**src/rtl/core/lbwm_pkg.sv**
```systemverilog
`timescale 1ns / 1ps
// ----------------------------------------------------------------------------
// lbwm_pkg
// shared constants and types of the lru block window manager
// ----------------------------------------------------------------------------
package lbwm_pkg;

  localparam int SLOTS        = 8;
  localparam int WINDOW_BYTES = 32768;
  localparam int BLOCK_BYTES  = WINDOW_BYTES / SLOTS;
  localparam int BLOCK_SHIFT  = $clog2(BLOCK_BYTES);
  localparam int SLOT_W       = $clog2(SLOTS);

  // fixed field widths
  localparam int BLK_W        = 32;
  localparam int SIZE_W       = 32;
  localparam int SLOT_IDX_W   = 3;
  localparam int FILL_W       = 13;
  localparam int COUNT_W      = SIZE_W + 1;

  localparam logic [SIZE_W-1:0] SRC_SIZE_RESET = 32'd32769;

  typedef enum logic [1:0] {
    STATUS_HIT   = 2'd0,
    STATUS_MISS  = 2'd1,
    STATUS_RANGE = 2'd2
  } status_t;

  // tag lookup result
  typedef struct packed {
    logic              hit;
    logic [SLOT_W-1:0] slot;
    logic [BLK_W-1:0]  evicted;
  } lookup_t;

  // range check and fill window
  typedef struct packed {
    logic              in_range;
    logic [BLK_W-1:0]  offset;
    logic [FILL_W-1:0] bytes;
  } fill_t;

endpackage

```
**src/rtl/core/lbwm_tag_store.sv**
```systemverilog
`timescale 1ns / 1ps
// ----------------------------------------------------------------------------
// lbwm_tag_store
// slot tags and recency ranks, parallel lookup and lru update
// ----------------------------------------------------------------------------
module lbwm_tag_store import lbwm_pkg::*; (
  input  logic             clk,
  input  logic             rst,
  input  logic [BLK_W-1:0] lookup_tag,
  input  logic             update_en,
  output lookup_t          lookup
);

  logic [BLK_W-1:0]  tags  [SLOTS];
  logic [SLOT_W-1:0] ranks [SLOTS];

  logic              hit;
  logic [SLOT_W-1:0] hit_slot;
  logic [SLOT_W-1:0] victim_slot;
  logic              victim_found;
  logic [SLOT_W-1:0] slot;
  logic [SLOT_W-1:0] limit;

  always_comb begin
    hit          = 1'b0;
    hit_slot     = '0;
    victim_found = 1'b0;
    victim_slot  = '0;
    for (int i = 0; i < SLOTS; i++) begin
      if (!hit && tags[i] == lookup_tag) begin
        hit      = 1'b1;
        hit_slot = SLOT_W'(i);
      end
      if (!victim_found && ranks[i] == SLOT_W'(SLOTS - 1)) begin
        victim_found = 1'b1;
        victim_slot  = SLOT_W'(i);
      end
    end
    slot  = hit ? hit_slot : victim_slot;
    limit = hit ? ranks[hit_slot] : SLOT_W'(SLOTS - 1);
  end

  assign lookup.hit     = hit;
  assign lookup.slot    = slot;
  assign lookup.evicted = tags[victim_slot];

  always_ff @(posedge clk) begin
    if (rst) begin
      for (int i = 0; i < SLOTS; i++) begin
        tags[i]  <= BLK_W'(i);
        ranks[i] <= SLOT_W'(i);
      end
    end else if (update_en) begin
      for (int i = 0; i < SLOTS; i++) begin
        if (SLOT_W'(i) == slot) begin
          ranks[i] <= '0;
        end else if (ranks[i] < limit) begin
          ranks[i] <= ranks[i] + 1'b1;
        end
      end
      if (!hit) begin
        tags[slot] <= lookup_tag;
      end
    end
  end

endmodule

```
**src/rtl/core/lbwm_fill_calc.sv**
```systemverilog
`timescale 1ns / 1ps
// ----------------------------------------------------------------------------
// lbwm_fill_calc
// block range check, fill offset and short last block size
// ----------------------------------------------------------------------------
module lbwm_fill_calc import lbwm_pkg::*; (
  input  logic [SIZE_W-1:0] src_size,
  input  logic [BLK_W-1:0]  blk_index,
  output fill_t             fill
);

  logic [COUNT_W-1:0]     total_blocks;
  logic [BLOCK_SHIFT-1:0] rem;
  logic                   short_last;

  always_comb begin
    total_blocks = (COUNT_W'(src_size) + COUNT_W'(BLOCK_BYTES - 1)) >> BLOCK_SHIFT;
    rem          = src_size[BLOCK_SHIFT-1:0];
    // last block is short only when the size is not a whole number of blocks
    short_last   = (rem != '0) &&
                   (COUNT_W'(blk_index) == COUNT_W'(src_size >> BLOCK_SHIFT));

    fill.in_range = COUNT_W'(blk_index) < total_blocks;
    fill.offset   = blk_index << BLOCK_SHIFT;
    fill.bytes    = short_last ? FILL_W'(rem) : FILL_W'(BLOCK_BYTES);
  end

endmodule

```
**src/rtl/core/lru_block_window_manager_core.sv**
```systemverilog
`timescale 1ns / 1ps
// ----------------------------------------------------------------------------
// lru_block_window_manager_core
// fully associative lru tag manager for a window of file blocks
// ----------------------------------------------------------------------------
// usage
//   in channel: blk_index with in_valid / in_stall, one item per request
//   out channel: status, slot_index, evicted_block, fill_offset, fill_bytes
//     with out_valid / out_stall, one item per request, in request order
//   cfg_we / cfg_wdata write the file size in bytes; write only while idle
// an accepted item is held in the input register, then the lookup runs and
//   loads the output register, which raises out_valid; the item moves on
//   only when the output register is empty or drains
// throughput: one item per cycle while out_stall is low; the tag compare and
//   rank update over all slots resolve between input and output registers
// stall: a held output item keeps its fields; the item behind it waits in
//   the input register and in_stall rises until the output is taken
// reset (rst, synchronous): slot i holds block i at rank i, file size is
//   32769 bytes, both registers are emptied
// ----------------------------------------------------------------------------
module lru_block_window_manager_core import lbwm_pkg::*; (
  input  logic                  clk,
  input  logic                  rst,
  // configuration
  input  logic                  cfg_we,
  input  logic [SIZE_W-1:0]     cfg_wdata,
  // request channel
  input  logic                  in_valid,
  output logic                  in_stall,
  input  logic [BLK_W-1:0]      blk_index,
  // result channel
  output logic                  out_valid,
  input  logic                  out_stall,
  output logic [1:0]            status,
  output logic [SLOT_IDX_W-1:0] slot_index,
  output logic [BLK_W-1:0]      evicted_block,
  output logic [BLK_W-1:0]      fill_offset,
  output logic [FILL_W-1:0]     fill_bytes
);

  logic [SIZE_W-1:0] src_size;

  // input register
  logic              req_valid;
  logic [BLK_W-1:0]  req_block;

  logic              advance;
  logic              in_accept;
  lookup_t           lookup;
  fill_t             fill;

  // result fields before the output register
  status_t           status_next;
  logic [SLOT_W-1:0] slot_next;
  logic [BLK_W-1:0]  evicted_next;
  logic [BLK_W-1:0]  offset_next;
  logic [FILL_W-1:0] bytes_next;

  // the request moves on when the output register is empty or drains now
  assign advance   = req_valid && (!out_valid || !out_stall);
  assign in_stall  = req_valid && !advance;
  assign in_accept = in_valid && !in_stall;

  // file size register
  always_ff @(posedge clk) begin
    if (rst) begin
      src_size <= SRC_SIZE_RESET;
    end else if (cfg_we) begin
      src_size <= cfg_wdata;
    end
  end

  // input register
  always_ff @(posedge clk) begin
    if (rst) begin
      req_valid <= 1'b0;
    end else if (in_accept) begin
      req_valid <= 1'b1;
    end else if (advance) begin
      req_valid <= 1'b0;
    end
  end

  always_ff @(posedge clk) begin
    if (in_accept) begin
      req_block <= blk_index;
    end
  end

  lbwm_fill_calc u_fill_calc (
    .src_size  (src_size),
    .blk_index (req_block),
    .fill      (fill)
  );

  // state only changes for an in-range request that goes out this cycle
  lbwm_tag_store u_tag_store (
    .clk        (clk),
    .rst        (rst),
    .lookup_tag (req_block),
    .update_en  (advance && fill.in_range),
    .lookup     (lookup)
  );

  // result selection, zero fields where the status has nothing to report
  always_comb begin
    status_next  = STATUS_RANGE;
    slot_next    = '0;
    evicted_next = '0;
    offset_next  = '0;
    bytes_next   = '0;
    if (fill.in_range) begin
      slot_next = lookup.slot;
      if (lookup.hit) begin
        status_next = STATUS_HIT;
      end else begin
        status_next  = STATUS_MISS;
        evicted_next = lookup.evicted;
        offset_next  = fill.offset;
        bytes_next   = fill.bytes;
      end
    end
  end

  // output register
  always_ff @(posedge clk) begin
    if (rst) begin
      out_valid <= 1'b0;
    end else if (advance) begin
      out_valid <= 1'b1;
    end else if (!out_stall) begin
      out_valid <= 1'b0;
    end
  end

  always_ff @(posedge clk) begin
    if (advance) begin
      status        <= status_next;
      slot_index    <= SLOT_IDX_W'(slot_next);
      evicted_block <= evicted_next;
      fill_offset   <= offset_next;
      fill_bytes    <= bytes_next;
    end
  end

endmodule
```
**config.mk**
```make
export PLATFORM = sky130hd
export DESIGN_NAME = lru_block_window_manager_core
export DESIGN_NICKNAME = d
export VERILOG_FILES = /design/src/rtl/core/lbwm_pkg.sv /design/src/rtl/core/lbwm_tag_store.sv /design/src/rtl/core/lbwm_fill_calc.sv /design/src/rtl/core/lru_block_window_manager_core.sv
export SDC_FILE = /design/constraint.sdc
export NUM_CORES = 1
export LEC_CHECK = 0
export BUFFER_PORTS_ARGS = -buffer_cell sky130_fd_sc_hd__buf_2
export CAP_MARGIN = 40
export CORE_ASPECT_RATIO = 0.6
export CORE_MARGIN = 3
export CORE_UTILIZATION = 45
export DETAILED_ROUTE_END_ITERATION = 10
export GPL_TIMING_DRIVEN = 0
export PLACE_DENSITY = 0.73
export RECOVER_POWER = 100
export SLEW_MARGIN = 40
export SYNTH_ARGS = -nofsm -noshare
export SYNTH_HDL_FRONTEND = slang
export SYNTH_SLANG_ARGS = --single-unit
```
**constraint.sdc**
```tcl
create_clock -name clk -period 19.4 [get_ports clk]
set_input_delay 0 -clock clk [delete_from_list [all_inputs] [get_ports clk]]
set_output_delay 0 -clock clk [all_outputs]
set_load 0.01 [all_outputs]
```
==> results of run 1 <==
[critical path, delay by kind of cell (launching register included)]
kind,cells,cell delay (ns)
buf+inv,5,2.30
compound gates,5,2.04
flops,1,0.33
xor+xnor,1,0.19
fa+ha+maj,1,0.28
simple gates,13,3.60
[metrics by stage]
stage / power [W] / hold WS (ns) / std cells
final: 0.00221 / 0.139 / 3046
after global routing: 0.00227 / 0.140 / 3046
after CTS: 0.00220 / 0.118 / 3045
after detailed placement: 0.00137 / 0.178 / 2902
after global placement: 0.00136 / 0.176 / 2887
after floorplan: 0.00124 / 0.0989 / 2109
[routing by layer]
metal | share of wire | track usage | up-vias
met2 | 0.37 | 0.370 | 1119
met4 | 0.017 | 0.0467 | 0
li1 | - | - | 7714
met1 | 0.43 | 0.430 | 8615
met5 | 0 | 0 | -
met3 | 0.18 | 0.163 | 108
[worst max-delay path by stage]
stage / start / slack [ns] / cells after the start / endpoint
floorplan: src_size[7] / 12.39 / 23 / u_tag_store.tags[7][0]
global placement: src_size[7] / 9.45 / 23 / u_tag_store.tags[4][12]
detailed placement: src_size[7] / 12.86 / 23 / u_tag_store.tags[1][13]
CTS: src_size[7] / 12.81 / 23 / u_tag_store.tags[1][27]
global route: src_size[7] / 9.87 / 24 / u_tag_store.tags[0][11]
finish: src_size[7] / 10.26 / 25 / u_tag_store.tags[5][19]
[cell type report]
| cell class | count | area [µm²] |
|---|---|---|
| fillers | 4253 | 22200 |
| multi-input cells | 1520 | 9530 |
| flip-flops and latches | 416 | 12200 |
| plain buffers | 153 | 847 |
| clock buffers | 51 | 1080 |
| inverters | 20 | 76.3 |
| clock inverters | 23 | 264 |
| well taps | 640 | 801 |
| repair buffers | 223 | 1350 |
[power by group]
part	internal (W)	switching [W]
Combinational	0.000101	0.000216
Sequential	0.00102	0.0000339
Clock	0.000478	0.000356
Total	0.00160	0.000606
[layout by cell type (no fill, tap or decap), types with 36 or more instances in the layout]
cell type and count:
edfxtp_1 382, nand2_1 297, clkbuf_1 189, xnor2_1 167, xor2_1 126, and2_0 114
nor2_1 111, conb_1 100, and2_1 79, nand3_1 78, buf_2 70, dlygate4sd3_1 69
nand4_1 50, and3_1 42, clkbuf_16 42, a31oi_1 36, ha_1 36
[flip-flops by register name (all words and copies together) (netlist names)]
signal,count
fill_bytes,13
status,2
fill_offset,20
src_size,32
slot_index,3
req_valid,1
evicted_block,32
u_tag_store.tags,256
u_tag_store.ranks,24
req_block,32
out_valid,1
[what timing repair did]
item | CTS | global route
hold buffers | 69 | 0
endpoints found under the hold margin | 71 | 0
setup endpoints to repair | 0 | 0
[cells by family (layout without fill, tap and decap cells)]
kind of cell               count (synthesis)  in the layout  share of synthesized area
adders and majority gates                 48             48                     0.0261
DFF                                      416            416                      0.546
and+or+nand+nor                          879            879                      0.202
buffers and inverters                    173            470                     0.0421
xor gates and xnor gates                 295            295                      0.117
muxes                                     36             36                     0.0164
other                                      1            100                   0.000168
AOI/OAI and AO/OA                        162            162                     0.0505
==> impl_metrics.env, run 1 <==
export IMPL_area_delta_synth_final_pct=17.2
export IMPL_dieHeight_um=178
export IMPL_synthCells=2010
export IMPL_cts_tree="built"
export IMPL_cpPeakStageDelay_ns=1.39
export IMPL_powerDensity_mw_per_mm2=84.6
export IMPL_slew_viol_final=162
export IMPL_layout_min_cycle_time_ns=9.14
export IMPL_h_tree_depth=2
export IMPL_setup_viol=0
export IMPL_hold_path_class="primary input to flip-flop"
export IMPL_utilization=0.540
export IMPL_yosysTopAreaCell="edfxtp_1"
export IMPL_r2r_end="u_tag_store.tags[5][19]"
export IMPL_rows=62
export IMPL_cts_sinks=416
export IMPL_die_x_um=293
export IMPL_n_antenna_cell=0
export IMPL_route_detailed_drc=0
export IMPL_hold_path_end="req_block[19]"
export IMPL_synth_top_flop_cell="edfxtp_1"
export IMPL_worst_ep_arrival_time_ns=9.31
export IMPL_antenna_found_initial=0
export IMPL_cp_max_fo=15
export IMPL_synth_commonest_cells="edfxtp_1 (382), nand2_1 (296), and2_1 (193)"
export IMPL_min_path_cells=2
export IMPL_layout_setup_ws_ns=10.26
export IMPL_maxCapViolCount=7
export IMPL_violations="max-capacitance violations, max-slew violations"
export IMPL_wirelength_um=77200
export IMPL_cts_resized=0
export IMPL_drtIter0Drc=2748
export IMPL_io_pins=153
export IMPL_portBuffers=138
export IMPL_grt_max_degree=38
export IMPL_grt_pass1_wl_um=110000
export IMPL_crit_path_end_kind="flip-flop"
export IMPL_drt_first_pass_iters=6
export IMPL_rsz0062_at_grt="false"
export IMPL_tightest_slew_ns=2.47
export IMPL_synth_edf_count=382
export IMPL_post_synth_top_count_cell="edfxtp_1"
export IMPL_overflow=0
export IMPL_clk_path_buf_depth=3
export IMPL_ir_worst_vdd_v=0.0000543
export IMPL_cts_setup_buffers=0
export IMPL_post_route_period_util=0.471
export IMPL_max_freq_mhz=109
export IMPL_ys_seq_area_frac=0.546
export IMPL_dieArea_mm2=0.0523
export IMPL_layout_drive_gt1_share=0.0869
export IMPL_hpwlAfterDp_um=59400
export IMPL_synthArstFlopShare=0
export IMPL_synth_top_area_frac=0.515
export IMPL_hp_start="blk_index[19]"
export IMPL_slew_headroom=-0.649
export IMPL_path_clk_slew_ns=0.07
export IMPL_core_area_mm2=0.0483
export IMPL_fin_area_mm2=0.0261
export IMPL_p_leak_nw=9.55
export IMPL_critPathSlowestCell="o21ai_0"
export IMPL_gp_congestion=1.06
export IMPL_placed_area_mm2=0.0245
export IMPL_numCtsBuffers=40
export IMPL_grtUsageTotal=0.291
export IMPL_cp_required_ns=19.57
export IMPL_grt_pass1_vias=16300
export IMPL_ant_nets=0
export IMPL_vias=17600
export IMPL_yosysWarnings=0
export IMPL_root_buffer="clkbuf_16"
export IMPL_crit_top_cell="clkbuf_1"
export IMPL_synth_avg_cell_area_um2=11.1
export IMPL_rrSetupSlack_ns=10.26
export IMPL_synthTopCellsByArea="edfxtp_1 (52%), xnor2_1 (6.6%), and2_1 (5.4%)"
export IMPL_start_kind="flip-flop"
export IMPL_place_ws_ns=12.86
export IMPL_reg2reg_depth=25
export IMPL_wl_per_cell_um=25.3
export IMPL_synth_area_mm2=0.0223
export IMPL_hold_viol_final=0
export IMPL_layout_nets=2479
export IMPL_status="complete, but fails checks"
export IMPL_routed_via_density=5.76
export IMPL_ys_ff_latch=416
export IMPL_criticalPathCategory="flip-flop to flip-flop"
export IMPL_synth_cell_types=72
export IMPL_fin_tns_setup_ns=0
export IMPL_clk_latency_ns=0.56
export IMPL_start_util=0.461
export IMPL_r2r_start="src_size[7]"
export IMPL_fin_worst_skew_ns=0.0218
Note: power is estimated with default switching activity, not from simulation.
==> run 2, diff against run 1 <==
==> constraint.sdc (replaced) <==
create_clock -name clk -period 8.9 [get_ports clk]
set_input_delay 0 -clock clk [delete_from_list [all_inputs] [get_ports clk]]
set_output_delay 0 -clock clk [all_outputs]
set_load 0.01 [all_outputs]
==> impl_metrics.env, run 2 (synthesis results as in run 1) <==
export IMPL_status="complete, but fails checks"
export IMPL_violations="max-capacitance violations, max-slew violations"
export IMPL_worst_ep_arrival_time_ns=7.70
export IMPL_antenna_found_initial=0
export IMPL_reg2reg_depth=24
export IMPL_hpwlAfterDp_um=59400
export IMPL_hold_path_end="req_block[19]"
export IMPL_start_util=0.461
export IMPL_crit_path_end_kind="flip-flop"
export IMPL_rsz0062_at_grt="false"
export IMPL_r2r_start="src_size[8]"
export IMPL_p_leak_nw=9.64
export IMPL_p_sw_w=0.00133
export IMPL_grtUsageTotal=0.291
export IMPL_min_path_cells=2
export IMPL_rows=62
export IMPL_drtIter0Drc=2720
export IMPL_wirelength_um=77400
export IMPL_maxCapViolCount=2
export IMPL_wl_per_cell_um=25.4
export IMPL_overflow=0
export IMPL_max_freq_mhz=133
export IMPL_place_ws_ns=2.36
export IMPL_rrSetupSlack_ns=1.38
export IMPL_utilization=0.544
export IMPL_n_antenna_cell=0
export IMPL_core_area_mm2=0.0483
export IMPL_fin_worst_skew_ns=0.0245
export IMPL_tightest_slew_ns=2.12
export IMPL_numCtsBuffers=40
export IMPL_hp_start="blk_index[19]"
export IMPL_ir_worst_vdd_v=0.000118
export IMPL_layout_drive_gt1_share=0.0943
export IMPL_drt_first_pass_iters=9
export IMPL_r2r_end="u_tag_store.tags[7][27]"
export IMPL_fillerInstances=4219
export IMPL_slew_viol_final=73
export IMPL_ant_nets=0
export IMPL_criticalPathCategory="flip-flop to flip-flop"
export IMPL_vias=17500
export IMPL_setup_viol=0
export IMPL_h_tree_depth=2
export IMPL_slew_headroom=-0.411
export IMPL_p_clk_frac=0.377
export IMPL_hold_viol_final=0
export IMPL_largest_register_ffs=256
export IMPL_powerDensity_mw_per_mm2=183
export IMPL_cts_resized=0
export IMPL_dieHeight_um=178
export IMPL_layout_min_cycle_time_ns=7.52
export IMPL_gp_congestion=1.06
export IMPL_hold_path_class="primary input to flip-flop"
export IMPL_die_x_um=293
export IMPL_path_clk_slew_ns=0.07
export IMPL_dieArea_mm2=0.0523
export IMPL_io_pins=153
export IMPL_start_kind="flip-flop"
export IMPL_clk_latency_ns=0.57
export IMPL_root_buffer="clkbuf_16"
export IMPL_cp_required_ns=9.08
export IMPL_layout_common_cells="edfxtp_1 (382), nand2_1 (297), clkbuf_1 (179)"
export IMPL_p_seq_frac=0.478
export IMPL_layout_nets=2479
export IMPL_p_comb_frac=0.145
export IMPL_grt_pass1_vias=16300
export IMPL_p_int_w=0.00350
export IMPL_cts_setup_buffers=0
export IMPL_grt_max_degree=38
export IMPL_portBuffers=138
export IMPL_cp_max_fo=13
export IMPL_fin_tns_setup_ns=0
export IMPL_route_detailed_drc=0
export IMPL_layout_setup_ws_ns=1.38
export IMPL_routed_via_density=5.73
export IMPL_regMostFlops="u_tag_store.tags"
export IMPL_cts_tree="built"
export IMPL_final_common_cell="edfxtp_1"
export IMPL_post_route_period_util=0.845
export IMPL_clk_path_buf_depth=3
export IMPL_cts_sinks=416
export IMPL_area_delta_synth_final_pct=18.1
export IMPL_grt_pass1_wl_um=110000
export IMPL_switching_share=0.275
run 2: cell types whose count changed in the layout (fill, tap and decap cells not counted):
cell	change
or2_4	+1
clkbuf_1	-10
buf_16	+1
o21ai_0	-7
or2_0	-1
o21ai_4	+7
buf_8	+9
run 2: timing repair:
action	in CTS	in global routing
hold buffers	69	0
setup endpoints to repair	0	0
endpoints found under the hold margin	71	0
run 2: per-stage QoR:
| step | cell area (µm²) | instances | power [W] | hold WS (ns) |
|---|---|---|---|---|
| global route | 26300 | 3046 | 0.00495 | 0.140 |
| detailed placement | 24500 | 2902 | 0.00298 | 0.178 |
| CTS | 26500 | 3045 | 0.00479 | 0.118 |
| finish | 26300 | 3046 | 0.00482 | 0.138 |
| global placement | 24100 | 2887 | 0.00296 | 0.176 |
| floorplan | 22600 | 2109 | 0.00269 | 0.0989 |
run 2: worst max path at each step:
stage,cells past startpoint,end,slack (ns),from
after global routing,24,u_tag_store.tags[7][30],1.02,src_size[1]
after global placement,23,u_tag_store.tags[4][16],-1.05,src_size[7]
final,24,u_tag_store.tags[7][27],1.38,src_size[8]
after CTS,23,u_tag_store.tags[1][27],2.31,src_size[7]
after floorplan,23,u_tag_store.tags[7][0],1.89,src_size[7]
after detailed placement,23,u_tag_store.tags[1][13],2.36,src_size[7]
run 2: cell type report:
type | count | area (µm²) | share of cell area
Sequential cell | 416 | 12200 | 0.462
Timing Repair Buffer | 223 | 1480 | 0.0561
Buffer | 153 | 847 | 0.0322
Multi-Input combinational cell | 1520 | 9610 | 0.365
Inverter | 20 | 76.3 | 0.00290
Clock buffer | 51 | 1080 | 0.0412
Tap cell | 640 | 801 | 0.0304
Clock inverter | 23 | 264 | 0.0100
run 2: worst max-delay path: stages, from the launching register on:
cell and delay [ns]:
dfxtp_1 0.34, or4_1 0.58, or3_1 0.41, clkbuf_1 0.20
nand4_1 0.18, nor2_1 0.10, nand3_1 0.14, nor2_1 0.08
and2_0 0.24, and4_1 0.26, and2_0 0.21, xnor2_1 0.19
ha_1 0.28, a21o_1 0.16, a21oi_1 0.15, nor2b_1 0.06
o21ai_0 0.21, o211ai_1 0.14, or3_1 0.46, clkbuf_1 0.28
nor3_1 0.44, nand2_1 0.41, clkbuf_1 0.50, o21ai_4 0.44
clkbuf_1 0.67
run 2: per-layer routing:
metal  part of all wire  wire (µm)  track usage  vias to the layer above
li1                   -          -            -                     7710
met1               0.43      33300        0.430                     8551
met2               0.37      28800        0.370                     1087
met3               0.18      13900        0.163                      109
met4              0.018       1410       0.0467                        0
met5                  0          0            0                        -
run 2: power groups by stage:
stage | combinational [W] | clock, W | sequential (W)
after floorplan | 0.000362 | 0 | 0.00233
after global placement | 0.000614 | 0 | 0.00235
after detailed placement | 0.000640 | 0 | 0.00234
after CTS | 0.000668 | 0.00183 | 0.00230
after global routing | 0.000727 | 0.00191 | 0.00231
final | 0.000700 | 0.00182 | 0.00231
